$ cat src/hdl/fcsr_pkg.sv
`timescale 1ns / 1ps
// ----------------------------------------------------------------------------
// fcsr_pkg
// Shared widths, limits and sequencer states for the filled circle span
// rasterizer.
// ----------------------------------------------------------------------------
package fcsr_pkg;

    localparam int MAX_DIM    = 4096;
    localparam int MAX_RADIUS = 31;

    localparam int DIM_W   = 13;               // canvas size registers
    localparam int COORD_W = 14;               // signed centre coordinates
    localparam int RAD_W   = 6;                // signed radius
    localparam int ROOT_W  = $clog2(MAX_RADIUS + 1);
    localparam int RR_W    = 2 * ROOT_W;       // radius squared
    localparam int POS_W   = COORD_W + 1;      // signed working coordinate
    localparam int OUT_W   = 12;               // row and column outputs
    localparam int COL_W   = 8;
    localparam int IDX_W   = 1;

    localparam logic [IDX_W-1:0] REG_CANVAS_WIDTH  = 1'd0;
    localparam logic [IDX_W-1:0] REG_CANVAS_HEIGHT = 1'd1;

    localparam logic [DIM_W-1:0] DIM_RESET = 13'd256;
    localparam logic [COL_W-1:0] WHITE     = 8'hFF;

    typedef enum logic [2:0] {
        ST_IDLE,
        ST_START,
        ST_ROW,
        ST_SQRT,
        ST_CLIP,
        ST_FLUSH
    } t_state;

    typedef struct packed {
        logic [COL_W-1:0] red;
        logic [COL_W-1:0] green;
        logic [COL_W-1:0] blue;
        logic [COL_W-1:0] alpha;
    } t_color;

    // Clamp a canvas size register to the largest supported canvas.
    function automatic logic [DIM_W-1:0] clamp_dim(input logic [DIM_W-1:0] d);
        logic [DIM_W-1:0] lim;
        lim = DIM_W'(MAX_DIM);
        return (d > lim) ? lim : d;
    endfunction

endpackage

$ cat src/hdl/filled_circle_span_rasterizer.sv
`timescale 1ns / 1ps
// ----------------------------------------------------------------------------
// filled_circle_span_rasterizer
// Turns one brush request into clipped row spans of a filled circle.
// ----------------------------------------------------------------------------
// Each row visited goes through setup, square-root start, 5 root steps and
// clip, paced by the bit-per-cycle square-root unit; a request also waits
// on the output when it stalls.
// One request is in work at a time; a new one is taken once the last span
// has been loaded into the output register.
// Reset is synchronous, active low: sequencer idle, output empty, canvas 256x256.
module filled_circle_span_rasterizer (
    input  logic                          i_clk,
    input  logic                          i_rst_n,
    // configuration
    input  logic                          i_cfg_we,
    input  logic [fcsr_pkg::IDX_W-1:0]    i_cfg_index,
    input  logic [fcsr_pkg::DIM_W-1:0]    i_cfg_wdata,
    // request channel
    input  logic                          i_in_valid,
    output logic                          o_in_stall,
    input  logic signed [fcsr_pkg::COORD_W-1:0] i_center_x,
    input  logic signed [fcsr_pkg::COORD_W-1:0] i_center_y,
    input  logic signed [fcsr_pkg::RAD_W-1:0]   i_brush_radius,
    input  logic [fcsr_pkg::COL_W-1:0]    i_red_in,
    input  logic [fcsr_pkg::COL_W-1:0]    i_green_in,
    input  logic [fcsr_pkg::COL_W-1:0]    i_blue_in,
    input  logic [fcsr_pkg::COL_W-1:0]    i_alpha_in,
    input  logic                          i_erase,
    // span channel
    output logic                          o_out_valid,
    input  logic                          i_out_stall,
    output logic [fcsr_pkg::OUT_W-1:0]    o_row,
    output logic [fcsr_pkg::OUT_W-1:0]    o_span_start,
    output logic [fcsr_pkg::OUT_W-1:0]    o_span_end,
    output logic [fcsr_pkg::COL_W-1:0]    o_red_out,
    output logic [fcsr_pkg::COL_W-1:0]    o_green_out,
    output logic [fcsr_pkg::COL_W-1:0]    o_blue_out,
    output logic [fcsr_pkg::COL_W-1:0]    o_alpha_out,
    output logic                          o_last_span
);
    import fcsr_pkg::*;

    t_state r_state, n_state;

    logic [DIM_W-1:0]          r_width, r_height;
    logic signed [COORD_W-1:0] r_cx, r_cy;
    logic signed [RAD_W-1:0]   r_rad;
    t_color                    r_col;
    logic signed [POS_W-1:0]   r_y, r_y1;
    logic [RR_W-1:0]           r_rr;

    logic                      r_pend_valid;
    logic [OUT_W-1:0]          r_pend_row, r_pend_x0, r_pend_x1;

    logic                      r_out_valid;
    logic [OUT_W-1:0]          r_out_row, r_out_x0, r_out_x1;
    t_color                    r_out_col;
    logic                      r_out_last;

    // sequencer strobes
    logic s_accept, s_sqrt_start, s_push, s_push_last, s_pend_load, s_y_inc;

    logic                    c_out_free;
    logic signed [POS_W-1:0] c_cx, c_cy, c_w_last, c_h_last, c_rad;
    logic [ROOT_W-1:0]       c_rad_sat;
    logic signed [POS_W-1:0] c_y0, c_y1, c_dy, c_x0, c_x1, c_root;
    logic [ROOT_W-1:0]       c_dy_abs;
    logic [RR_W-1:0]         c_radicand;
    logic                    c_on_canvas, c_span_ok;
    logic                    w_sqrt_done;
    logic [ROOT_W-1:0]       w_root;

    fcsr_isqrt u_isqrt (
        .i_clk      (i_clk),
        .i_rst_n    (i_rst_n),
        .i_start    (s_sqrt_start),
        .i_radicand (c_radicand),
        .o_done     (w_sqrt_done),
        .o_root     (w_root)
    );

    // ---------------- geometry ----------------
    assign c_cx     = POS_W'(r_cx);
    assign c_cy     = POS_W'(r_cy);
    assign c_w_last = $signed(POS_W'(clamp_dim(r_width)))  - POS_W'(1);
    assign c_h_last = $signed(POS_W'(clamp_dim(r_height))) - POS_W'(1);

    assign c_rad_sat = (r_rad > $signed({1'b0, ROOT_W'(MAX_RADIUS)}))
                       ? ROOT_W'(MAX_RADIUS) : r_rad[ROOT_W-1:0];
    assign c_rad     = $signed(POS_W'(c_rad_sat));

    assign c_y0 = (c_cy - c_rad < 0) ? '0 : c_cy - c_rad;
    assign c_y1 = (c_cy + c_rad > c_h_last) ? c_h_last : c_cy + c_rad;

    assign c_on_canvas = (c_cx >= 0) && (c_cx <= c_w_last) &&
                         (c_cy >= 0) && (c_cy <= c_h_last);

    // |dy| never exceeds the radius inside the row loop
    assign c_dy       = r_y - c_cy;
    assign c_dy_abs   = c_dy[POS_W-1] ? ROOT_W'(-c_dy) : c_dy[ROOT_W-1:0];
    assign c_radicand = r_rr - RR_W'(c_dy_abs * c_dy_abs);

    assign c_root    = $signed(POS_W'(w_root));
    assign c_x0      = (c_cx - c_root < 0) ? '0 : c_cx - c_root;
    assign c_x1      = (c_cx + c_root > c_w_last) ? c_w_last : c_cx + c_root;
    assign c_span_ok = (c_x0 <= c_x1);

    assign c_out_free = !r_out_valid || !i_out_stall;

    // ---------------- sequencer ----------------
    always_ff @(posedge i_clk) begin
        if (!i_rst_n) begin
            r_state <= ST_IDLE;
        end else begin
            r_state <= n_state;
        end
    end

    always_comb begin
        n_state      = r_state;
        s_accept     = 1'b0;
        s_sqrt_start = 1'b0;
        s_push       = 1'b0;
        s_push_last  = 1'b0;
        s_pend_load  = 1'b0;
        s_y_inc      = 1'b0;
        case (r_state)
            ST_IDLE: begin
                if (i_in_valid) begin
                    s_accept = 1'b1;
                    n_state  = ST_START;
                end
            end
            ST_START: begin
                n_state = (r_rad <= 0) ? ST_FLUSH : ST_ROW;
            end
            ST_ROW: begin
                if (r_y > r_y1) begin
                    n_state = ST_FLUSH;
                end else begin
                    s_sqrt_start = 1'b1;
                    n_state      = ST_SQRT;
                end
            end
            ST_SQRT: begin
                if (w_sqrt_done) begin
                    n_state = ST_CLIP;
                end
            end
            ST_CLIP: begin
                // hold the new span until the older pending one can leave
                if (!c_span_ok) begin
                    s_y_inc = 1'b1;
                    n_state = ST_ROW;
                end else if (!r_pend_valid || c_out_free) begin
                    s_push      = r_pend_valid;
                    s_pend_load = 1'b1;
                    s_y_inc     = 1'b1;
                    n_state     = ST_ROW;
                end
            end
            ST_FLUSH: begin
                if (!r_pend_valid) begin
                    n_state = ST_IDLE;
                end else if (c_out_free) begin
                    s_push      = 1'b1;
                    s_push_last = 1'b1;
                    n_state     = ST_IDLE;
                end
            end
            default: n_state = ST_IDLE;
        endcase
    end

    assign o_in_stall = (r_state != ST_IDLE);

    // ---------------- configuration ----------------
    always_ff @(posedge i_clk) begin
        if (!i_rst_n) begin
            r_width  <= DIM_RESET;
            r_height <= DIM_RESET;
        end else if (i_cfg_we) begin
            case (i_cfg_index)
                REG_CANVAS_WIDTH:  r_width  <= i_cfg_wdata;
                REG_CANVAS_HEIGHT: r_height <= i_cfg_wdata;
                default: ;
            endcase
        end
    end

    // ---------------- request and row state ----------------
    always_ff @(posedge i_clk) begin
        if (s_accept) begin
            r_cx  <= i_center_x;
            r_cy  <= i_center_y;
            r_rad <= i_brush_radius;
            if (i_erase) begin
                r_col <= '{red: WHITE, green: WHITE, blue: WHITE, alpha: WHITE};
            end else begin
                r_col <= '{red: i_red_in, green: i_green_in,
                           blue: i_blue_in, alpha: i_alpha_in};
            end
        end
        if (r_state == ST_START) begin
            r_y  <= c_y0;
            r_y1 <= c_y1;
            r_rr <= RR_W'(c_rad_sat * c_rad_sat);
        end else if (s_y_inc) begin
            r_y <= r_y + POS_W'(1);
        end
    end

    // one span of lookahead so the final span can be flagged
    always_ff @(posedge i_clk) begin
        if (!i_rst_n) begin
            r_pend_valid <= 1'b0;
        end else if (r_state == ST_START) begin
            r_pend_valid <= (r_rad <= 0) && c_on_canvas;
        end else if (s_pend_load) begin
            r_pend_valid <= 1'b1;
        end else if (s_push_last) begin
            r_pend_valid <= 1'b0;
        end
    end

    always_ff @(posedge i_clk) begin
        if (r_state == ST_START) begin
            r_pend_row <= r_cy[OUT_W-1:0];
            r_pend_x0  <= r_cx[OUT_W-1:0];
            r_pend_x1  <= r_cx[OUT_W-1:0];
        end else if (s_pend_load) begin
            r_pend_row <= r_y[OUT_W-1:0];
            r_pend_x0  <= c_x0[OUT_W-1:0];
            r_pend_x1  <= c_x1[OUT_W-1:0];
        end
    end

    // ---------------- output register ----------------
    always_ff @(posedge i_clk) begin
        if (!i_rst_n) begin
            r_out_valid <= 1'b0;
        end else if (s_push) begin
            r_out_valid <= 1'b1;
        end else if (!i_out_stall) begin
            r_out_valid <= 1'b0;
        end
    end

    always_ff @(posedge i_clk) begin
        if (s_push) begin
            r_out_row  <= r_pend_row;
            r_out_x0   <= r_pend_x0;
            r_out_x1   <= r_pend_x1;
            r_out_col  <= r_col;
            r_out_last <= s_push_last;
        end
    end

    assign o_out_valid  = r_out_valid;
    assign o_row        = r_out_row;
    assign o_span_start = r_out_x0;
    assign o_span_end   = r_out_x1;
    assign o_red_out    = r_out_col.red;
    assign o_green_out  = r_out_col.green;
    assign o_blue_out   = r_out_col.blue;
    assign o_alpha_out  = r_out_col.alpha;
    assign o_last_span  = r_out_last;

endmodule

$ cat src/hdl/fcsr_isqrt.sv
`timescale 1ns / 1ps
// ----------------------------------------------------------------------------
// fcsr_isqrt
// Iterative integer square root: one result bit per cycle, decided by a
// single narrow square and compare.
// ----------------------------------------------------------------------------
module fcsr_isqrt (
    input  logic                       i_clk,
    input  logic                       i_rst_n,
    input  logic                       i_start,
    input  logic [fcsr_pkg::RR_W-1:0]  i_radicand,
    output logic                       o_done,
    output logic [fcsr_pkg::ROOT_W-1:0] o_root
);
    import fcsr_pkg::*;

    logic                       r_busy;
    logic                       r_done;
    logic [RR_W-1:0]            r_n;
    logic [ROOT_W-1:0]          r_root;
    logic [$clog2(ROOT_W)-1:0]  r_bit;

    logic [ROOT_W-1:0] c_trial;
    logic [RR_W-1:0]   c_sq;

    assign c_trial = r_root | (ROOT_W'(1) << r_bit);
    assign c_sq    = RR_W'(c_trial * c_trial);

    always_ff @(posedge i_clk) begin
        if (!i_rst_n) begin
            r_busy <= 1'b0;
            r_done <= 1'b0;
        end else begin
            r_done <= 1'b0;
            if (i_start) begin
                r_busy <= 1'b1;
            end else if (r_busy && r_bit == '0) begin
                r_busy <= 1'b0;
                r_done <= 1'b1;
            end
        end
    end

    always_ff @(posedge i_clk) begin
        if (i_start) begin
            r_n    <= i_radicand;
            r_root <= '0;
            r_bit  <= ($clog2(ROOT_W))'(ROOT_W - 1);
        end else if (r_busy) begin
            // keep the trial bit when its square still fits
            if (c_sq <= r_n) begin
                r_root <= c_trial;
            end
            if (r_bit != '0) begin
                r_bit <= r_bit - 1'b1;
            end
        end
    end

    assign o_done = r_done;
    assign o_root = r_root;

endmodule

$ cat config.mk
export PLATFORM = sky130hd
export DESIGN_NAME = filled_circle_span_rasterizer
export DESIGN_NICKNAME = d
export VERILOG_FILES = /design/src/hdl/fcsr_pkg.sv /design/src/hdl/filled_circle_span_rasterizer.sv /design/src/hdl/fcsr_isqrt.sv
export SDC_FILE = /design/constraint.sdc
export NUM_CORES = 1
export LEC_CHECK = 0
export BUFFER_PORTS_ARGS = -buffer_cell sky130_fd_sc_hd__buf_2
export CAP_MARGIN = 20
export CORE_MARGIN = 2
export CORE_UTILIZATION = 55
export DETAILED_ROUTE_END_ITERATION = 8
export PLACE_DENSITY = 0.87
export SLEW_MARGIN = 40
export SYNTH_ARGS = -nofsm -noshare
export SYNTH_HDL_FRONTEND = slang
export SYNTH_SLANG_ARGS = --single-unit
$ cat constraint.sdc
create_clock -name i_clk -period 9.2 [get_ports i_clk]
set_input_delay 0.46 -clock i_clk [delete_from_list [all_inputs] [get_ports i_clk]]
set_output_delay 0.46 -clock i_clk [all_outputs]
set_load 0.01 [all_outputs]
==> impl_metrics.env <==
export IMPL_rsz0062_at_grt="no"
export IMPL_worstMarginPinSlew_ps=857
export IMPL_rows=62
export IMPL_cp_data_required_time_ps=9380
export IMPL_syn_inst=1552
export IMPL_nNetsFinal=1958
export IMPL_drive_gt1_share_pct=15.9
export IMPL_hold_class="input pin to flip-flop"
export IMPL_setup_viol=0
export IMPL_viasPerCell=5.82
export IMPL_synth_edf_count=220
export IMPL_r2r_start="r_width[12]"
export IMPL_yosysSeqAreaShare_pct=46.2
export IMPL_mostFrequentLayoutCell="edfxtp_1"
export IMPL_first_pass_iters=6
export IMPL_hold_viol=0
export IMPL_yosys_warnings=0
export IMPL_cts_buffers_inserted=27
export IMPL_syn_nets=1825
export IMPL_ys_ff_latch=261
export IMPL_ioPinCount=157
export IMPL_critPathCapture="r_pend_x1[11]"
export IMPL_period_needed_ps=7610
export IMPL_hold_buffers=0
export IMPL_path_max_fanout=36
export IMPL_root_buffer="clkbuf_16"
export IMPL_initial_core_util_pct=55.9
export IMPL_grt_max_degree=45
export IMPL_fmax_mhz=131
export IMPL_ant_nets=0
export IMPL_drv_cap=0
export IMPL_syn_avg_cell_area_um2=10.4
export IMPL_area_growth_pct=12.6
export IMPL_antennaDiodeCount=0
export IMPL_reg2reg_depth=27
export IMPL_crit_path_start_kind="flip-flop"
export IMPL_port_buffers=156
export IMPL_clk_latency_ps=550
export IMPL_wl_per_cell_um=17.9
export IMPL_crit_type="flip-flop to flip-flop"
export IMPL_layout_common_cells="edfxtp_1 (220), ha_1 (169), nand2_1 (158)"
export IMPL_clk_pin_slew_ps=60
export IMPL_drc=0
export IMPL_core_um2=28800
export IMPL_ys_async_sr_fraction_pct=0
export IMPL_cts_setup_buffers=0
export IMPL_status="finished clean"
export IMPL_cts_path_max_buffers=3
export IMPL_synth_cell_area_um2=16100
export IMPL_die_y_um=175
export IMPL_cts_sinks=261
export IMPL_grt_pass1_vias=11871
export IMPL_post_dp_hpwl_um=28900
export IMPL_cp_data_arrival_time_ps=7790
export IMPL_drt_total_wl_um=37500
export IMPL_min_period_over_period_pct=82.7
export IMPL_cts_tree="built"
export IMPL_cp_startpoint="r_width[12]"
export IMPL_ff2ff_setup_slack_ps=1590
export IMPL_track_usage_pct=24.1
export IMPL_grt_pass1_wl_um=59400
export IMPL_antenna_found_initial=0
export IMPL_worstReg2RegEnd="r_pend_x1[11]"
export IMPL_htreeDepth=1
export IMPL_finalSetupTns_ps=0
export IMPL_cp_end_kind="flip-flop"
export IMPL_synth_distinct_cells=77
export IMPL_clock_skew_ps=14.0
export IMPL_drt_iter0_drc=1105
export IMPL_die_area_um2=30600
export IMPL_gp_congestion=0.927
export IMPL_cts_resized=0
export IMPL_overflow=0
export IMPL_routed_via_count=12156
export IMPL_synthFlopType="edfxtp_1"
export IMPL_die_x_um=175
export IMPL_slew_headroom_pct=42.4
export IMPL_drv_slew=0
==> sequential cells by signal (all words and copies together) (netlist names), 13 cells and up <==
signal,count
r_width,13
r_cx,14
r_y,15
r_cy,14
r_y1,15
r_height,13
r_col,32
==> layout make-up <==
cell class              count  area [um2]
multi-input cells        1109        8000
clock inverters            17         185
repair buffers            163         853
clock buffers              32         714
inverters                 123         462
well taps                 384         480
fillers                  2226       10700
flip-flops and latches    261        7430
==> routing by layer <==
layer / part of all wire (%) / routed length, um / global-route usage (%) / vias up
met1: 40 / 15000 / 29.9 / 5703
met3: 6.9 / 2590 / 3.00 / 106
li1: - / - / - / 5835
met5: 0 / 0 / 0 / -
met4: 3.9 / 1450 / 9.76 / 0
met2: 49 / 18500 / 42.8 / 512
==> worst min-delay path by stage <==
stage,cells past startpoint,from,to,slack [ps]
floorplan,0,r_col[0],o_alpha_out[0],400
global placement,0,r_col[29],o_red_out[5],400
detailed placement,0,r_col[3],o_alpha_out[3],400
CTS,1,i_center_y[5],r_cy[5],70
global route,1,i_brush_radius[3],r_rad[3],70
finish,1,i_center_y[0],r_cy[0],90
==> worst max-delay path: stages, from the launching register on <==
cell and delay (ps):
dfxtp_1 600, clkinv_1 340, nand2_1 280, ha_1 370
or3b_2 490, o211ai_1 110, nand2_1 130, inv_1 100
ha_1 250, a2111oi_0 420, a31oi_1 180, a211oi_1 260
a211oi_1 90, o31a_1 320, or3_1 510, or3_1 340
nand2_1 110, ha_1 250, a21o_1 160, a21o_1 160
a21oi_1 120, o21ai_0 140, o31ai_1 390, nand3_1 130
nor2_1 200, o2111ai_1 200, nand2_1 120, buf_4 420
==> per-stage QoR <==
| stage | cell area, um2 | setup WS, ps | utilization, % | std cells | hold slack (ps) |
|---|---|---|---|---|---|
| floorplan | 16100 | 168 | - | 1552 | 400 |
| global placement | 17200 | 1550 | 59.7 | 2039 | 400 |
| detailed placement | 17200 | 1640 | 59.7 | 2039 | 405 |
| CTS | 18100 | 1600 | 62.9 | 2088 | 70.7 |
| global route | 18100 | 1010 | 63.0 | 2089 | 73.0 |
| finish | 18100 | 1590 | 63.0 | 2089 | 88.1 |
==> logic make-up (layout without fill, tap and decap cells) <==
logic type | after synthesis | count (layout) | share of synthesized area, %
AO/OA/AOI/OAI | 310 | 310 | 12.6
XOR/XNOR | 97 | 97 | 5.37
adder cells (fa/ha/maj) | 188 | 188 | 15.4
buffers and inverters | 182 | 335 | 4.39
flip-flops | 261 | 261 | 46.2
multiplexers | 19 | 19 | 1.24
AND/OR/NAND/NOR | 495 | 495 | 14.8
==> cell usage after synthesis, drive strengths merged, types with 17 or more instances <==
| cell type | n | area [um2] |
|---|---|---|
| nor2b | 23 | 144 |
| o22ai | 17 | 106 |
| nand4 | 22 | 138 |
| xor2 | 27 | 236 |
| dfxtp | 41 | 821 |
| xnor2 | 69 | 604 |
| or2 | 41 | 257 |
| nand2 | 158 | 593 |
| nand3 | 31 | 155 |
| inv | 120 | 450 |
| a31oi | 20 | 125 |
| a21oi | 86 | 434 |
| nor2 | 112 | 420 |
| edfxtp | 220 | 6610 |
| o21ai | 57 | 285 |
| nand2b | 18 | 113 |
| nor3 | 35 | 185 |
| ha | 169 | 2110 |
| fa | 18 | 360 |
| clkbuf | 47 | 176 |
| a21o | 31 | 233 |
Power is left out: the tool's default activity adds up to more than one toggle a clock period on the data nets, which glitch-free logic cannot reach.
